==> config.mk <==
export PLATFORM = sky130hd
export DESIGN_NAME = base64_decoder_stream
export DESIGN_NICKNAME = d
export VERILOG_FILES = /design/src/b64d_pkg.sv /design/src/base64_decoder_stream.sv /design/src/b64d_core.sv /design/src/b64d_result_fifo.sv
export SDC_FILE = /design/constraint.sdc
export NUM_CORES = 1
export LEC_CHECK = 0
export BUFFER_PORTS_ARGS = -buffer_cell sky130_fd_sc_hd__buf_2
export CELL_PAD_IN_SITES_DETAIL_PLACEMENT = 0
export CELL_PAD_IN_SITES_GLOBAL_PLACEMENT = 1
export CORE_MARGIN = 2
export CORE_UTILIZATION = 46
export CTS_CLUSTER_DIAMETER = 30
export CTS_CLUSTER_SIZE = 28
export DETAILED_ROUTE_END_ITERATION = 6
export PLACE_DENSITY_LB_ADDON = 0.1
export SETUP_SLACK_MARGIN = 0.1
export SYNTH_ARGS = -nofsm -noshare
export SYNTH_HDL_FRONTEND = slang
export SYNTH_SLANG_ARGS = --single-unit
==> constraint.sdc <==
create_clock -name clk -period 7.6 [get_ports clk]
set_input_delay 1.14 -clock clk [delete_from_list [all_inputs] [get_ports clk]]
set_output_delay 1.14 -clock clk [all_outputs]
set_load 0.05 [all_outputs]
==> src/b64d_pkg.sv <==
// Shared types, codes and the character lookup for the streaming Base64 decoder.
// Used by b64d_core, b64d_result_fifo, base64_decoder_stream, b64d_stream_checker and the testbench; no dependencies.
`default_nettype none

package b64d_pkg;

    localparam int CAP_W       = 24;
    localparam int TOTAL_W     = 25;
    localparam int PARTIAL_W   = 18;
    localparam int RES_MAX     = 3;
    localparam int FIFO_DEPTH  = 8;
    localparam int FIFO_AW     = $clog2(FIFO_DEPTH);
    localparam int FIFO_CW     = $clog2(FIFO_DEPTH + 1);

    // lookup codes besides the 64 alphabet values
    localparam logic [6:0] SKIP_CODE = 7'd64;
    localparam logic [6:0] PAD_CODE  = 7'd65;
    localparam logic [6:0] BAD_CODE  = 7'd66;

    localparam logic [1:0] ST_OK      = 2'd0;
    localparam logic [1:0] ST_INVALID = 2'd1;
    localparam logic [1:0] ST_NOROOM  = 2'd2;

    localparam logic KIND_CHAR = 1'b0;
    localparam logic KIND_END  = 1'b1;

    typedef struct packed {
        logic                 is_status;
        logic [7:0]           data_byte;
        logic [1:0]           status;
        logic [TOTAL_W-1:0]   byte_count;
        logic                 last_of_run;
    } result_t;

    typedef result_t [RES_MAX-1:0] result_set_t;

    // results produced by one item, slot 0 first
    typedef struct packed {
        logic [1:0]  n;
        result_set_t items;
    } push_t;

    function automatic logic [6:0] sextet_of(input logic [7:0] c);
        logic [6:0] v;
        begin
            if (c >= 8'h41 && c <= 8'h5a) begin
                v = 7'(c - 8'h41);
            end else if (c >= 8'h61 && c <= 8'h7a) begin
                v = 7'(c - 8'h61 + 8'd26);
            end else if (c >= 8'h30 && c <= 8'h39) begin
                v = 7'(c - 8'h30 + 8'd52);
            end else if (c == 8'h2b) begin
                v = 7'd62;
            end else if (c == 8'h2f) begin
                v = 7'd63;
            end else if (c == 8'h0a) begin
                v = SKIP_CODE;
            end else if (c == 8'h3d) begin
                v = PAD_CODE;
            end else begin
                v = BAD_CODE;
            end
            return v;
        end
    endfunction

endpackage

`default_nettype wire

==> src/base64_decoder_stream.sv <==
// Top level of the streaming Base64 decoder: input register, capacity register,
// decode core and result queue. Depends on b64d_pkg, b64d_core, b64d_result_fifo.
//
// Usage:
//   Input channel (in_valid / in_stall, kind, code_char): one character word per
//   cycle while in_stall is low, or an end word (kind = 1) that closes the stream.
//   Output channel (out_valid / out_stall): data bytes, then one status word per
//   stream carrying status and byte_count; last_of_run marks the final result
//   of each input word.
//   Config channel (cfg_valid / cfg_ready, cfg_data): writes out_capacity;
//   cfg_ready is always high. Write it only while the block is idle.
// A word in the input register is decoded once the result queue has room; its results
//   go into the queue, whose head drives the output port. Throughput: one input word
//   per cycle while in_stall is low, one result word per cycle while out_stall is low;
//   the output port is the limit when groups emit three bytes. The input register
//   advances while the 8-entry result queue has room for three more results.
// Reset: clears stream state and the queue, out_capacity returns to 16777215.
// Output stall: results wait in the queue; once it lacks room for three more, in_stall rises.
`default_nettype none

module base64_decoder_stream (
    input  wire          clk,
    input  wire          rst_n,
    input  wire          in_valid,
    output logic         in_stall,
    input  wire          kind,
    input  wire  [7:0]   code_char,
    output logic         out_valid,
    input  wire          out_stall,
    output logic         is_status,
    output logic [7:0]   data_byte,
    output logic [1:0]   status,
    output logic [24:0]  byte_count,
    output logic         last_of_run,
    input  wire          cfg_valid,
    output logic         cfg_ready,
    input  wire  [23:0]  cfg_data
);
    import b64d_pkg::*;

    logic              s1_valid_reg, s1_valid_next;
    logic              s1_kind_reg;
    logic [7:0]        s1_char_reg;
    logic [CAP_W-1:0]  cap_reg;
    logic              go;
    logic              room;
    logic              pop;
    push_t             push;
    result_t           head;

    assign cfg_ready = 1'b1;
    assign go        = s1_valid_reg && room;
    assign in_stall  = s1_valid_reg && !room;
    assign pop       = out_valid && !out_stall;

    assign s1_valid_next = in_stall ? s1_valid_reg : in_valid;

    always_ff @(posedge clk or negedge rst_n)
    begin
        if (!rst_n) begin
            s1_valid_reg <= 1'b0;
            cap_reg      <= {CAP_W{1'b1}};
        end else begin
            s1_valid_reg <= s1_valid_next;
            if (cfg_valid && cfg_ready) begin
                cap_reg <= cfg_data;
            end
        end
    end

    // input word register
    always_ff @(posedge clk)
    begin
        if (in_valid && !in_stall) begin
            s1_kind_reg <= kind;
            s1_char_reg <= code_char;
        end
    end

    b64d_core u_core (
        .clk          (clk),
        .rst_n        (rst_n),
        .go           (go),
        .kind         (s1_kind_reg),
        .code_char    (s1_char_reg),
        .out_capacity (cap_reg),
        .push         (push)
    );

    b64d_result_fifo u_fifo (
        .clk       (clk),
        .rst_n     (rst_n),
        .push      (push),
        .pop       (pop),
        .head      (head),
        .not_empty (out_valid),
        .room      (room)
    );

    assign is_status   = head.is_status;
    assign data_byte   = head.data_byte;
    assign status      = head.status;
    assign byte_count  = head.byte_count;
    assign last_of_run = head.last_of_run;

    a_status_is_last: assert property (@(posedge clk) disable iff (!rst_n)
        out_valid && is_status |-> last_of_run)
        else $error("status word without last_of_run");

    a_held_word: assert property (@(posedge clk) disable iff (!rst_n)
        in_stall |=> s1_valid_reg && $stable(s1_kind_reg) && $stable(s1_char_reg))
        else $error("stalled input register changed");

endmodule

`default_nettype wire

==> src/b64d_core.sv <==
// Decode state and per-word step logic: sextet accumulation, flush, capacity checks.
// Depends on b64d_pkg.
`default_nettype none

module b64d_core (
    input  wire                         clk,
    input  wire                         rst_n,
    input  wire                         go,
    input  wire                         kind,
    input  wire  [7:0]                  code_char,
    input  wire  [b64d_pkg::CAP_W-1:0]  out_capacity,
    output b64d_pkg::push_t             push
);
    import b64d_pkg::*;

    logic [PARTIAL_W-1:0] partial_reg, partial_next;
    logic [1:0]           cnt_reg, cnt_next;
    logic [TOTAL_W-1:0]   total_reg, total_next;
    logic                 pad_reg, pad_next;
    logic [1:0]           err_reg, err_next;

    logic [6:0]           v;
    logic [23:0]          w;
    logic [TOTAL_W-1:0]   tot_v;
    logic [1:0]           err_v;
    logic [1:0]           nb;
    logic [TOTAL_W:0]     term_sum;
    logic [TOTAL_W-1:0]   cap_ext;

    assign cap_ext = {1'b0, out_capacity};

    function automatic result_t data_res(input logic [7:0] b, input logic last);
        result_t r;
        begin
            r             = '0;
            r.data_byte   = b;
            r.last_of_run = last;
            return r;
        end
    endfunction

    always_comb
    begin
        partial_next = partial_reg;
        cnt_next     = cnt_reg;
        total_next   = total_reg;
        pad_next     = pad_reg;
        err_next     = err_reg;
        push         = '0;
        v            = sextet_of(code_char);
        w            = {partial_reg, v[5:0]};
        tot_v        = total_reg;
        err_v        = err_reg;
        nb           = 2'd0;
        term_sum     = '0;
        if (go) begin
            if (kind == KIND_CHAR) begin
                if (err_reg == ST_OK && !pad_reg) begin
                    if (v == SKIP_CODE) begin
                        // line feed: nothing to do
                    end else if (v == PAD_CODE) begin
                        pad_next = 1'b1;
                    end else if (v == BAD_CODE) begin
                        err_next = ST_INVALID;
                    end else if (cnt_reg != 2'd3) begin
                        partial_next = {partial_reg[PARTIAL_W-7:0], v[5:0]};
                        cnt_next     = cnt_reg + 2'd1;
                    end else begin
                        partial_next = '0;
                        cnt_next     = 2'd0;
                        tot_v        = total_reg + TOTAL_W'(3);
                        total_next   = tot_v;
                        if (tot_v > cap_ext) begin
                            err_next = ST_NOROOM;
                        end else begin
                            push.items[0] = data_res(w[23:16], 1'b0);
                            push.items[1] = data_res(w[15:8], 1'b0);
                            push.items[2] = data_res(w[7:0], 1'b1);
                            push.n        = 2'd3;
                        end
                    end
                end
            end else begin
                if (err_reg == ST_OK) begin
                    if (cnt_reg == 2'd3) begin
                        tot_v = total_reg + TOTAL_W'(2);
                        if (tot_v > cap_ext) begin
                            err_v = ST_NOROOM;
                        end else begin
                            push.items[0] = data_res(partial_reg[17:10], 1'b0);
                            push.items[1] = data_res(partial_reg[9:2], 1'b0);
                            nb            = 2'd2;
                        end
                    end else if (cnt_reg == 2'd2) begin
                        tot_v = total_reg + TOTAL_W'(1);
                        if (tot_v > cap_ext) begin
                            err_v = ST_NOROOM;
                        end else begin
                            push.items[0] = data_res(partial_reg[11:4], 1'b0);
                            nb            = 2'd1;
                        end
                    end
                    // room for the terminator slot
                    term_sum = {1'b0, tot_v} + (TOTAL_W + 1)'(1);
                    if (err_v == ST_OK && term_sum > {1'b0, cap_ext}) begin
                        err_v = ST_NOROOM;
                    end
                end
                unique case (nb)
                    2'd0:    push.items[0] = '{1'b1, 8'd0, err_v, tot_v, 1'b1};
                    2'd1:    push.items[1] = '{1'b1, 8'd0, err_v, tot_v, 1'b1};
                    default: push.items[2] = '{1'b1, 8'd0, err_v, tot_v, 1'b1};
                endcase
                push.n       = nb + 2'd1;
                partial_next = '0;
                cnt_next     = 2'd0;
                total_next   = '0;
                pad_next     = 1'b0;
                err_next     = ST_OK;
            end
        end
    end

    always_ff @(posedge clk or negedge rst_n)
    begin
        if (!rst_n) begin
            partial_reg <= '0;
            cnt_reg     <= 2'd0;
            total_reg   <= '0;
            pad_reg     <= 1'b0;
            err_reg     <= ST_OK;
        end else begin
            partial_reg <= partial_next;
            cnt_reg     <= cnt_next;
            total_reg   <= total_next;
            pad_reg     <= pad_next;
            err_reg     <= err_next;
        end
    end

    a_end_clears: assert property (@(posedge clk) disable iff (!rst_n)
        go && kind == KIND_END |=> cnt_reg == 2'd0 && total_reg == '0 && err_reg == ST_OK)
        else $error("end word did not clear the stream state");

    a_err_blocks_data: assert property (@(posedge clk) disable iff (!rst_n)
        go && kind == KIND_CHAR && err_reg != ST_OK |-> push.n == 2'd0 && err_next == err_reg)
        else $error("character accepted after a latched error");

endmodule

`default_nettype wire

==> src/b64d_result_fifo.sv <==
// Result queue: takes up to three result words per cycle, hands out one per cycle.
// Depends on b64d_pkg.
`default_nettype none

module b64d_result_fifo (
    input  wire              clk,
    input  wire              rst_n,
    input  b64d_pkg::push_t  push,
    input  wire              pop,
    output b64d_pkg::result_t head,
    output logic             not_empty,
    output logic             room
);
    import b64d_pkg::*;

    result_t              mem_reg [FIFO_DEPTH];
    logic [FIFO_AW-1:0]   wr_ptr_reg, wr_ptr_next;
    logic [FIFO_AW-1:0]   rd_ptr_reg, rd_ptr_next;
    logic [FIFO_CW-1:0]   count_reg, count_next;

    assign head      = mem_reg[rd_ptr_reg];
    assign not_empty = (count_reg != '0);
    // space for a full set of results from the next word
    assign room      = (count_reg <= FIFO_CW'(FIFO_DEPTH - RES_MAX));

    always_comb
    begin
        wr_ptr_next = wr_ptr_reg + FIFO_AW'(push.n);
        rd_ptr_next = rd_ptr_reg + FIFO_AW'(pop);
        count_next  = count_reg + FIFO_CW'(push.n) - FIFO_CW'(pop);
    end

    always_ff @(posedge clk)
    begin
        for (int i = 0; i < RES_MAX; i++) begin
            if (2'(i) < push.n) begin
                mem_reg[wr_ptr_reg + FIFO_AW'(i)] <= push.items[i];
            end
        end
    end

    always_ff @(posedge clk or negedge rst_n)
    begin
        if (!rst_n) begin
            wr_ptr_reg <= '0;
            rd_ptr_reg <= '0;
            count_reg  <= '0;
        end else begin
            wr_ptr_reg <= wr_ptr_next;
            rd_ptr_reg <= rd_ptr_next;
            count_reg  <= count_next;
        end
    end

    a_no_overflow: assert property (@(posedge clk) disable iff (!rst_n)
        push.n != 2'd0 |-> FIFO_CW'(push.n) + count_reg <= FIFO_CW'(FIFO_DEPTH))
        else $error("result queue overflow");

    a_no_underflow: assert property (@(posedge clk) disable iff (!rst_n)
        pop |-> count_reg != '0)
        else $error("result queue read while empty");

endmodule

`default_nettype wire

== Word level (Yosys, flattened, before mapping) ==
Memory sizes are Yosys's and may differ from the RTL's.
Index checks and enable logic that the tools add are counted.
Word-level totals
  bits in registers: 92
  memory bits (writable): 296
  bits of input ports: 38
  logic and storage cells: 166
  memories kept: 1
Cells by class
  add/subtract/negate cells: 17
  magnitude comparators: 14
  eq/ne operators: 16
  multiplexer cells: 81
  reductions and logical operators: 25
Memory list
  u_fifo.mem_reg: words 8, width 37, read ports 1, clocked after Yosys merged registers in 0, wr ports 3, RTL line b64d_result_fifo.sv:16  | result_t mem_reg [FIFO_DEPTH];
Operator list (count)
  $mux W113: 8
  $mux W25: 12
  $mux W37: 5
  $mux W18: 6
  $gt A25 B24 Y1: 3
  $mux W74: 1
  $mux W73: 1
  $mux W36: 2
  $mux W2: 29
  $add A25 B2 Y25 const B: 2
  $mux W7: 6
  $add A25 B1 Y26 const B: 1
  $gt A26 B24 Y1: 1
  $add A25 B1 Y25 const B: 1
  $eq A8 B6 Y1 const B: 3
  $eq A7 B7 Y1 const B: 3
  $ge A8 B7 Y1 const B: 2
  $le A8 B7 Y1 const B: 2
  $sub A7 B7 Y7 const B: 2
  $reduce_and A6 Y1: 2
  $mux W1: 11
  $ne A2 B2 Y1 const B: 5
  $logic_and A1 B1 Y1: 9
  $eq A8 B4 Y1 const B: 1
  26 further kinds: 35

== Longest topological paths before layout ==
  word-level depth: 19
  mapped depth: 28

== Hierarchy ==
From an unflattened synthesis, not the netlist that was laid out.
Unflattened totals
  cells, all modules: 3337
  area, all modules: 30112.6 um^2
Modules (own cells, without submodules)
  b64d_result_fifo: instances 1, cells each 2125, area each 20474.6 um^2, sequential area each 9138.8 um^2
  b64d_core: instances 1, cells each 1143, area each 8269.2 um^2, sequential area each 1201.2 um^2
  base64_decoder_stream: instances 1, cells each 69, area each 1368.8 um^2, sequential area each 925.9 um^2

== Worst setup path before layout ==
OpenSTA, ideal clock, no wires.
  path type: register to register
  start: reg u_core.total_reg[1]
  end: mem u_fifo.mem_reg[0][0] (netlist bit), enable pin
  library setup time: 0.487 ns
  arrival: 7.351 ns
  required time: 7.113 ns
  slack: -0.239 ns
  stages on the path, launching flop included: 25
  buffers on the path: 4
  period minus slack after synthesis: 7.839 ns
  cell sequence: dfrtp_1 ha_1 buf_2 nand3_2 or4_1 clkbuf_1 nor2_1 xor2_1 ha_1 nand4_1 nor4_1 nand2_1 a21boi_0 nor3_1 nand2_1 ha_1 inv_1 nand2_1 nand2_1 nor2_1 a31oi_4 buf_6 buf_6 and3_1 o31ai_1
RTL lines
  start: declaration: RTL line b64d_core.sv:18  | logic [TOTAL_W-1:0] total_reg, total_next;
  start signal: assignment: RTL line b64d_core.sv:135  | total_reg <= total_next;
  end: declaration: RTL line b64d_result_fifo.sv:16

==> flow_summary.ini <==
[outcome]
outcome = finished, final reports clean

[power_and_ir_drop]
p_int_w = 0.006691
total_leakage_power_nw = 10.64
share_clk_of_total_power_pct = 36.7
pwr_density_cell_nw_per_um2 = 376.8
total_power_after_layout_w = 0.01077
seqPwrFrac_pct = 28.3
switching_share_pct = 37.90
p_comb_share_pct = 35.0
ir_worst_vdd_mv = 0.1822
power.net_switching_w = 0.004083

[critical_path]
end_kind = flip-flop
critical_path.n_buffers_inverters = 4
worst-path-max-fanout = 37
arrival_ns = 7.03
critical_path.top_delay_family = simple AND/OR/NAND/NOR gates
kind_of_start_point_of_the_critical_path = flip-flop
criticalPathCategory = reg2reg
crit_path_top_delay_cell = sky130_fd_sc_hd__dfrtp_1
timing.critical_path.mode_cell = sky130_fd_sc_hd__nor2_1
worst_path_largest_cell_delay_ns = 0.64
required_time_at_the_endpoint_of_the_critical_path_ns = 7.83

[cts]
clock_tree.htree_level_count = 3
cts_repair_resize_count = 0
cts_root_buffer = sky130_fd_sc_hd__clkbuf_16
cts.repair_timing.setup_buffer_count = 0
clock_sinks = 388
tritoncts_clock_tree = done
worstSkewPairLatency_ns = 0.62
cts_made_buffers = 89
cts.path.max_buffers = 3
clkSlewWorstSetupHoldPaths_ns = 0.05
cts_hold_buf = 0

[grt]
grt_pass1_vias = 18090
grt.total_usage_pct = 27.82
wire_length_of_the_first_global_routing_pass_mm = 112.8
largest_net_degree_at_the_start_of_global_routing = 60
antenna_violations_before_repair = 1
grt_overflow_total = 0

[route]
drt-total-wl_mm = 73.87
postRouteAntennaNets = 0
route.vias.total = 17790
number_of_vias_per_cell = 5.878
met3WireLength_mm = 4.360
detail_route.wirelength.met1_mm = 32.56
dr.pass1.iters = 6
post_drt_wl_per_cell_um = 24.40
wl_met2_mm = 34.53
detail_route.drc_violations = 0
drt_iter0_drc = 1612
highest_layer_used_for_signal_routing = met4

[layout]
multi_input_gate_area_in_the_final_layout_sq_um = 12170
seq_area_sq_um = 11270
final_layout_size_suffix_gt1_share_pct = 22.06
largest_reg_flops = 296
leading_cell_type_in_the_layout_fill_and_taps_excluded = sky130_fd_sc_hd__nor2_1
most_used_cells_in_the_layout_excluding_fill_and_tap_cells = 315 x sky130_fd_sc_hd__nor2_1, 305 x sky130_fd_sc_hd__edfxtp_1, 196 x sky130_fd_sc_hd__nand2_1
fill_cells = 4513
area_growth_pct = 18.14
finalNetCount = 2429
antenna_cells_inserted = 0

[logic_synthesis]
summed_instance_area_of_the_synthesized_netlist_sq_um = 24200
synth_seq_area_share_pct = 46.54
yosys_most_used_dff = sky130_fd_sc_hd__edfxtp_1
postSynthRegisterBits = 388
syn-instance-count = 2163
number_of_synthesized_flops_with_an_enable_pin = 305
netlist-cell-type-count = 107
avgSynthCellArea_sq_um = 11.19
synthesis.yosys.warnings = 0
synthArstFlopShare_pct = 21.39
synthesis.nets = 2327

[timing]
fin_ws_ns = 0.8087
hold_violations = 0
fin_crit_ns = 6.791
finalSetupViolations = 0
grt_setup_unrepaired = false
timing_worst_slew_pin_value_ns = 1.195
max_freq_mhz = 147.2
maxSlewViolCount = 0
finalClockSkew_ns = 0.03153
timing.max_slew.rel_slack_pct = 19.75
timing.final.crit_share_pct = 89.36

[die]
core_area_sq_um = 52340
top_level_ports = 78
floorplan.rows = 84
fp.dieH_um = 233.4
die-area_sq_um = 54470
initial_core_utilization_pct = 46.24
fp.dieW_um = 233.4

[min_path]
holdCritPathClass = in2async

[placed_design]
hpwlAfterDp_mm = 48.84
place.port_buffers = 76
place.gp.congestion = 0.9379
detailedPlace.worstSlack_ns = 0.9804

[flow_run]
cap_violations = 0
-- power by group through the flow --
| stage | registers [W] | clock network, W | logic, W |
|---|---|---|---|
| 2_1_floorplan | 0.00289 | 0 | 0.00284 |
| 3_3_place_gp | 0.00307 | 0 | 0.00376 |
| 3_5_place_dp | 0.00308 | 0 | 0.00378 |
| 4_1_cts | 0.00306 | 0.00401 | 0.00380 |
| 5_1_grt | 0.00310 | 0.00413 | 0.00403 |
| 6_report | 0.00305 | 0.00396 | 0.00377 |
-- layer usage --
| layer | GRT usage, % | vias to the layer above |
|---|---|---|
| met2 | 44.63 | 632 |
| met5 | 0 | - |
| met3 | 4.077 | 135 |
| met1 | 38.32 | 8839 |
| met4 | 10.40 | 0 |
| li1 | - | 8188 |
-- logic make-up (layout without fill, tap and decap cells) --
| logic type | Yosys count | after routing | share of synthesized area (%) |
|---|---|---|---|
| AO/OA/AOI/OAI | 332 | 332 | 9.662 |
| XOR/XNOR | 135 | 135 | 4.885 |
| multiplexers | 226 | 226 | 13.40 |
| other | 1 | 1 | 0.01549 |
| adder cells (fa/ha/maj) | 127 | 127 | 6.617 |
| buffers and inverters | 195 | 371 | 3.624 |
| AND/OR/NAND/NOR | 759 | 759 | 15.25 |
| flip-flops | 388 | 388 | 46.54 |
-- area by class of cell --
cell class | count | share of cell area [%]
Inverter | 74 | 0.9713
Multi-Input combinational cell | 1580 | 42.56
Clock inverter | 55 | 2.498
Timing Repair Buffer | 132 | 3.072
Clock buffer | 110 | 8.462
Tap cell | 688 | 3.010
Sequential cell | 388 | 39.43
-- worst paths after layout --
path	startpoint	end	slack (ns)	depth (start not counted)
min in group clk	u_core.partial_reg[16]	u_core.partial_reg[16]	0.48	2
worst min-delay path	rst_n	u_core.partial_reg[15]	0.44	1
worst max register to register	u_core.total_reg[1]	u_fifo.mem_reg[1][12]	0.81	25
worst max-delay path	u_core.total_reg[1]	u_fifo.mem_reg[1][12]	0.81	25
worst min register to register	u_core.partial_reg[16]	u_core.partial_reg[16]	0.48	2
max in group asynchronous	rst_n	u_fifo.rd_ptr_reg[1]	5.91	2
-- synth_stat cells (6+ instances only) --
cell	instances	area share [%]
sky130_fd_sc_hd__nor2_1	315	4.9
sky130_fd_sc_hd__edfxtp_1	305	38
sky130_fd_sc_hd__nand2_1	196	3.0
sky130_fd_sc_hd__ha_1	124	6.4
sky130_fd_sc_hd__mux2i_1	107	4.4
sky130_fd_sc_hd__o21ai_0	85	1.8
sky130_fd_sc_hd__xnor2_1	78	2.8
sky130_fd_sc_hd__a21oi_1	75	1.6
sky130_fd_sc_hd__mux4_2	74	6.9
sky130_fd_sc_hd__inv_1	65	1.0
sky130_fd_sc_hd__dfrtp_1	59	6.1
sky130_fd_sc_hd__xor2_1	57	2.1
sky130_fd_sc_hd__clkbuf_1	46	0.71
sky130_fd_sc_hd__mux2_2	45	2.1
sky130_fd_sc_hd__nand3_1	40	0.83
sky130_fd_sc_hd__nor3_1	35	0.72
sky130_fd_sc_hd__buf_2	31	0.64
sky130_fd_sc_hd__nand4_1	31	0.80
sky130_fd_sc_hd__dfstp_2	24	2.6
sky130_fd_sc_hd__buf_4	22	0.68
sky130_fd_sc_hd__o31ai_1	19	0.59
sky130_fd_sc_hd__buf_1	18	0.28
sky130_fd_sc_hd__a21o_1	17	0.53
sky130_fd_sc_hd__and3_1	17	0.44
sky130_fd_sc_hd__nand2b_1	16	0.41
sky130_fd_sc_hd__a31oi_1	12	0.31
sky130_fd_sc_hd__and2_1	12	0.31
sky130_fd_sc_hd__a211oi_1	11	0.34
sky130_fd_sc_hd__and4_1	10	0.36
sky130_fd_sc_hd__nor2b_1	9	0.23
sky130_fd_sc_hd__nor4_1	9	0.23
sky130_fd_sc_hd__o2bb2ai_2	9	0.56
sky130_fd_sc_hd__inv_2	8	0.12
sky130_fd_sc_hd__nor3b_2	8	0.41
sky130_fd_sc_hd__o21ai_1	8	0.17
sky130_fd_sc_hd__o2bb2ai_1	8	0.29
sky130_fd_sc_hd__o21a_1	7	0.22
sky130_fd_sc_hd__o211ai_1	6	0.19
-- per-stage QoR --
step | hold WS [ns] | cell area [sq um] | setup TNS (ns) | utilization, % | cells
final | 0.4388 | 28600 | 0 | 54.64 | 3027
after global routing | 0.4354 | 28600 | 0 | 54.64 | 3027
after CTS | 0.4179 | 28600 | 0 | 54.64 | 3027
after detailed placement | 0.4705 | 25460 | 0 | 48.65 | 2862
after global placement | 0.4615 | 25460 | 0 | 48.65 | 2862
after floorplan | 0.4498 | 24200 | -35.30 | - | 2163
Note: power is estimated with default switching activity, not from simulation.
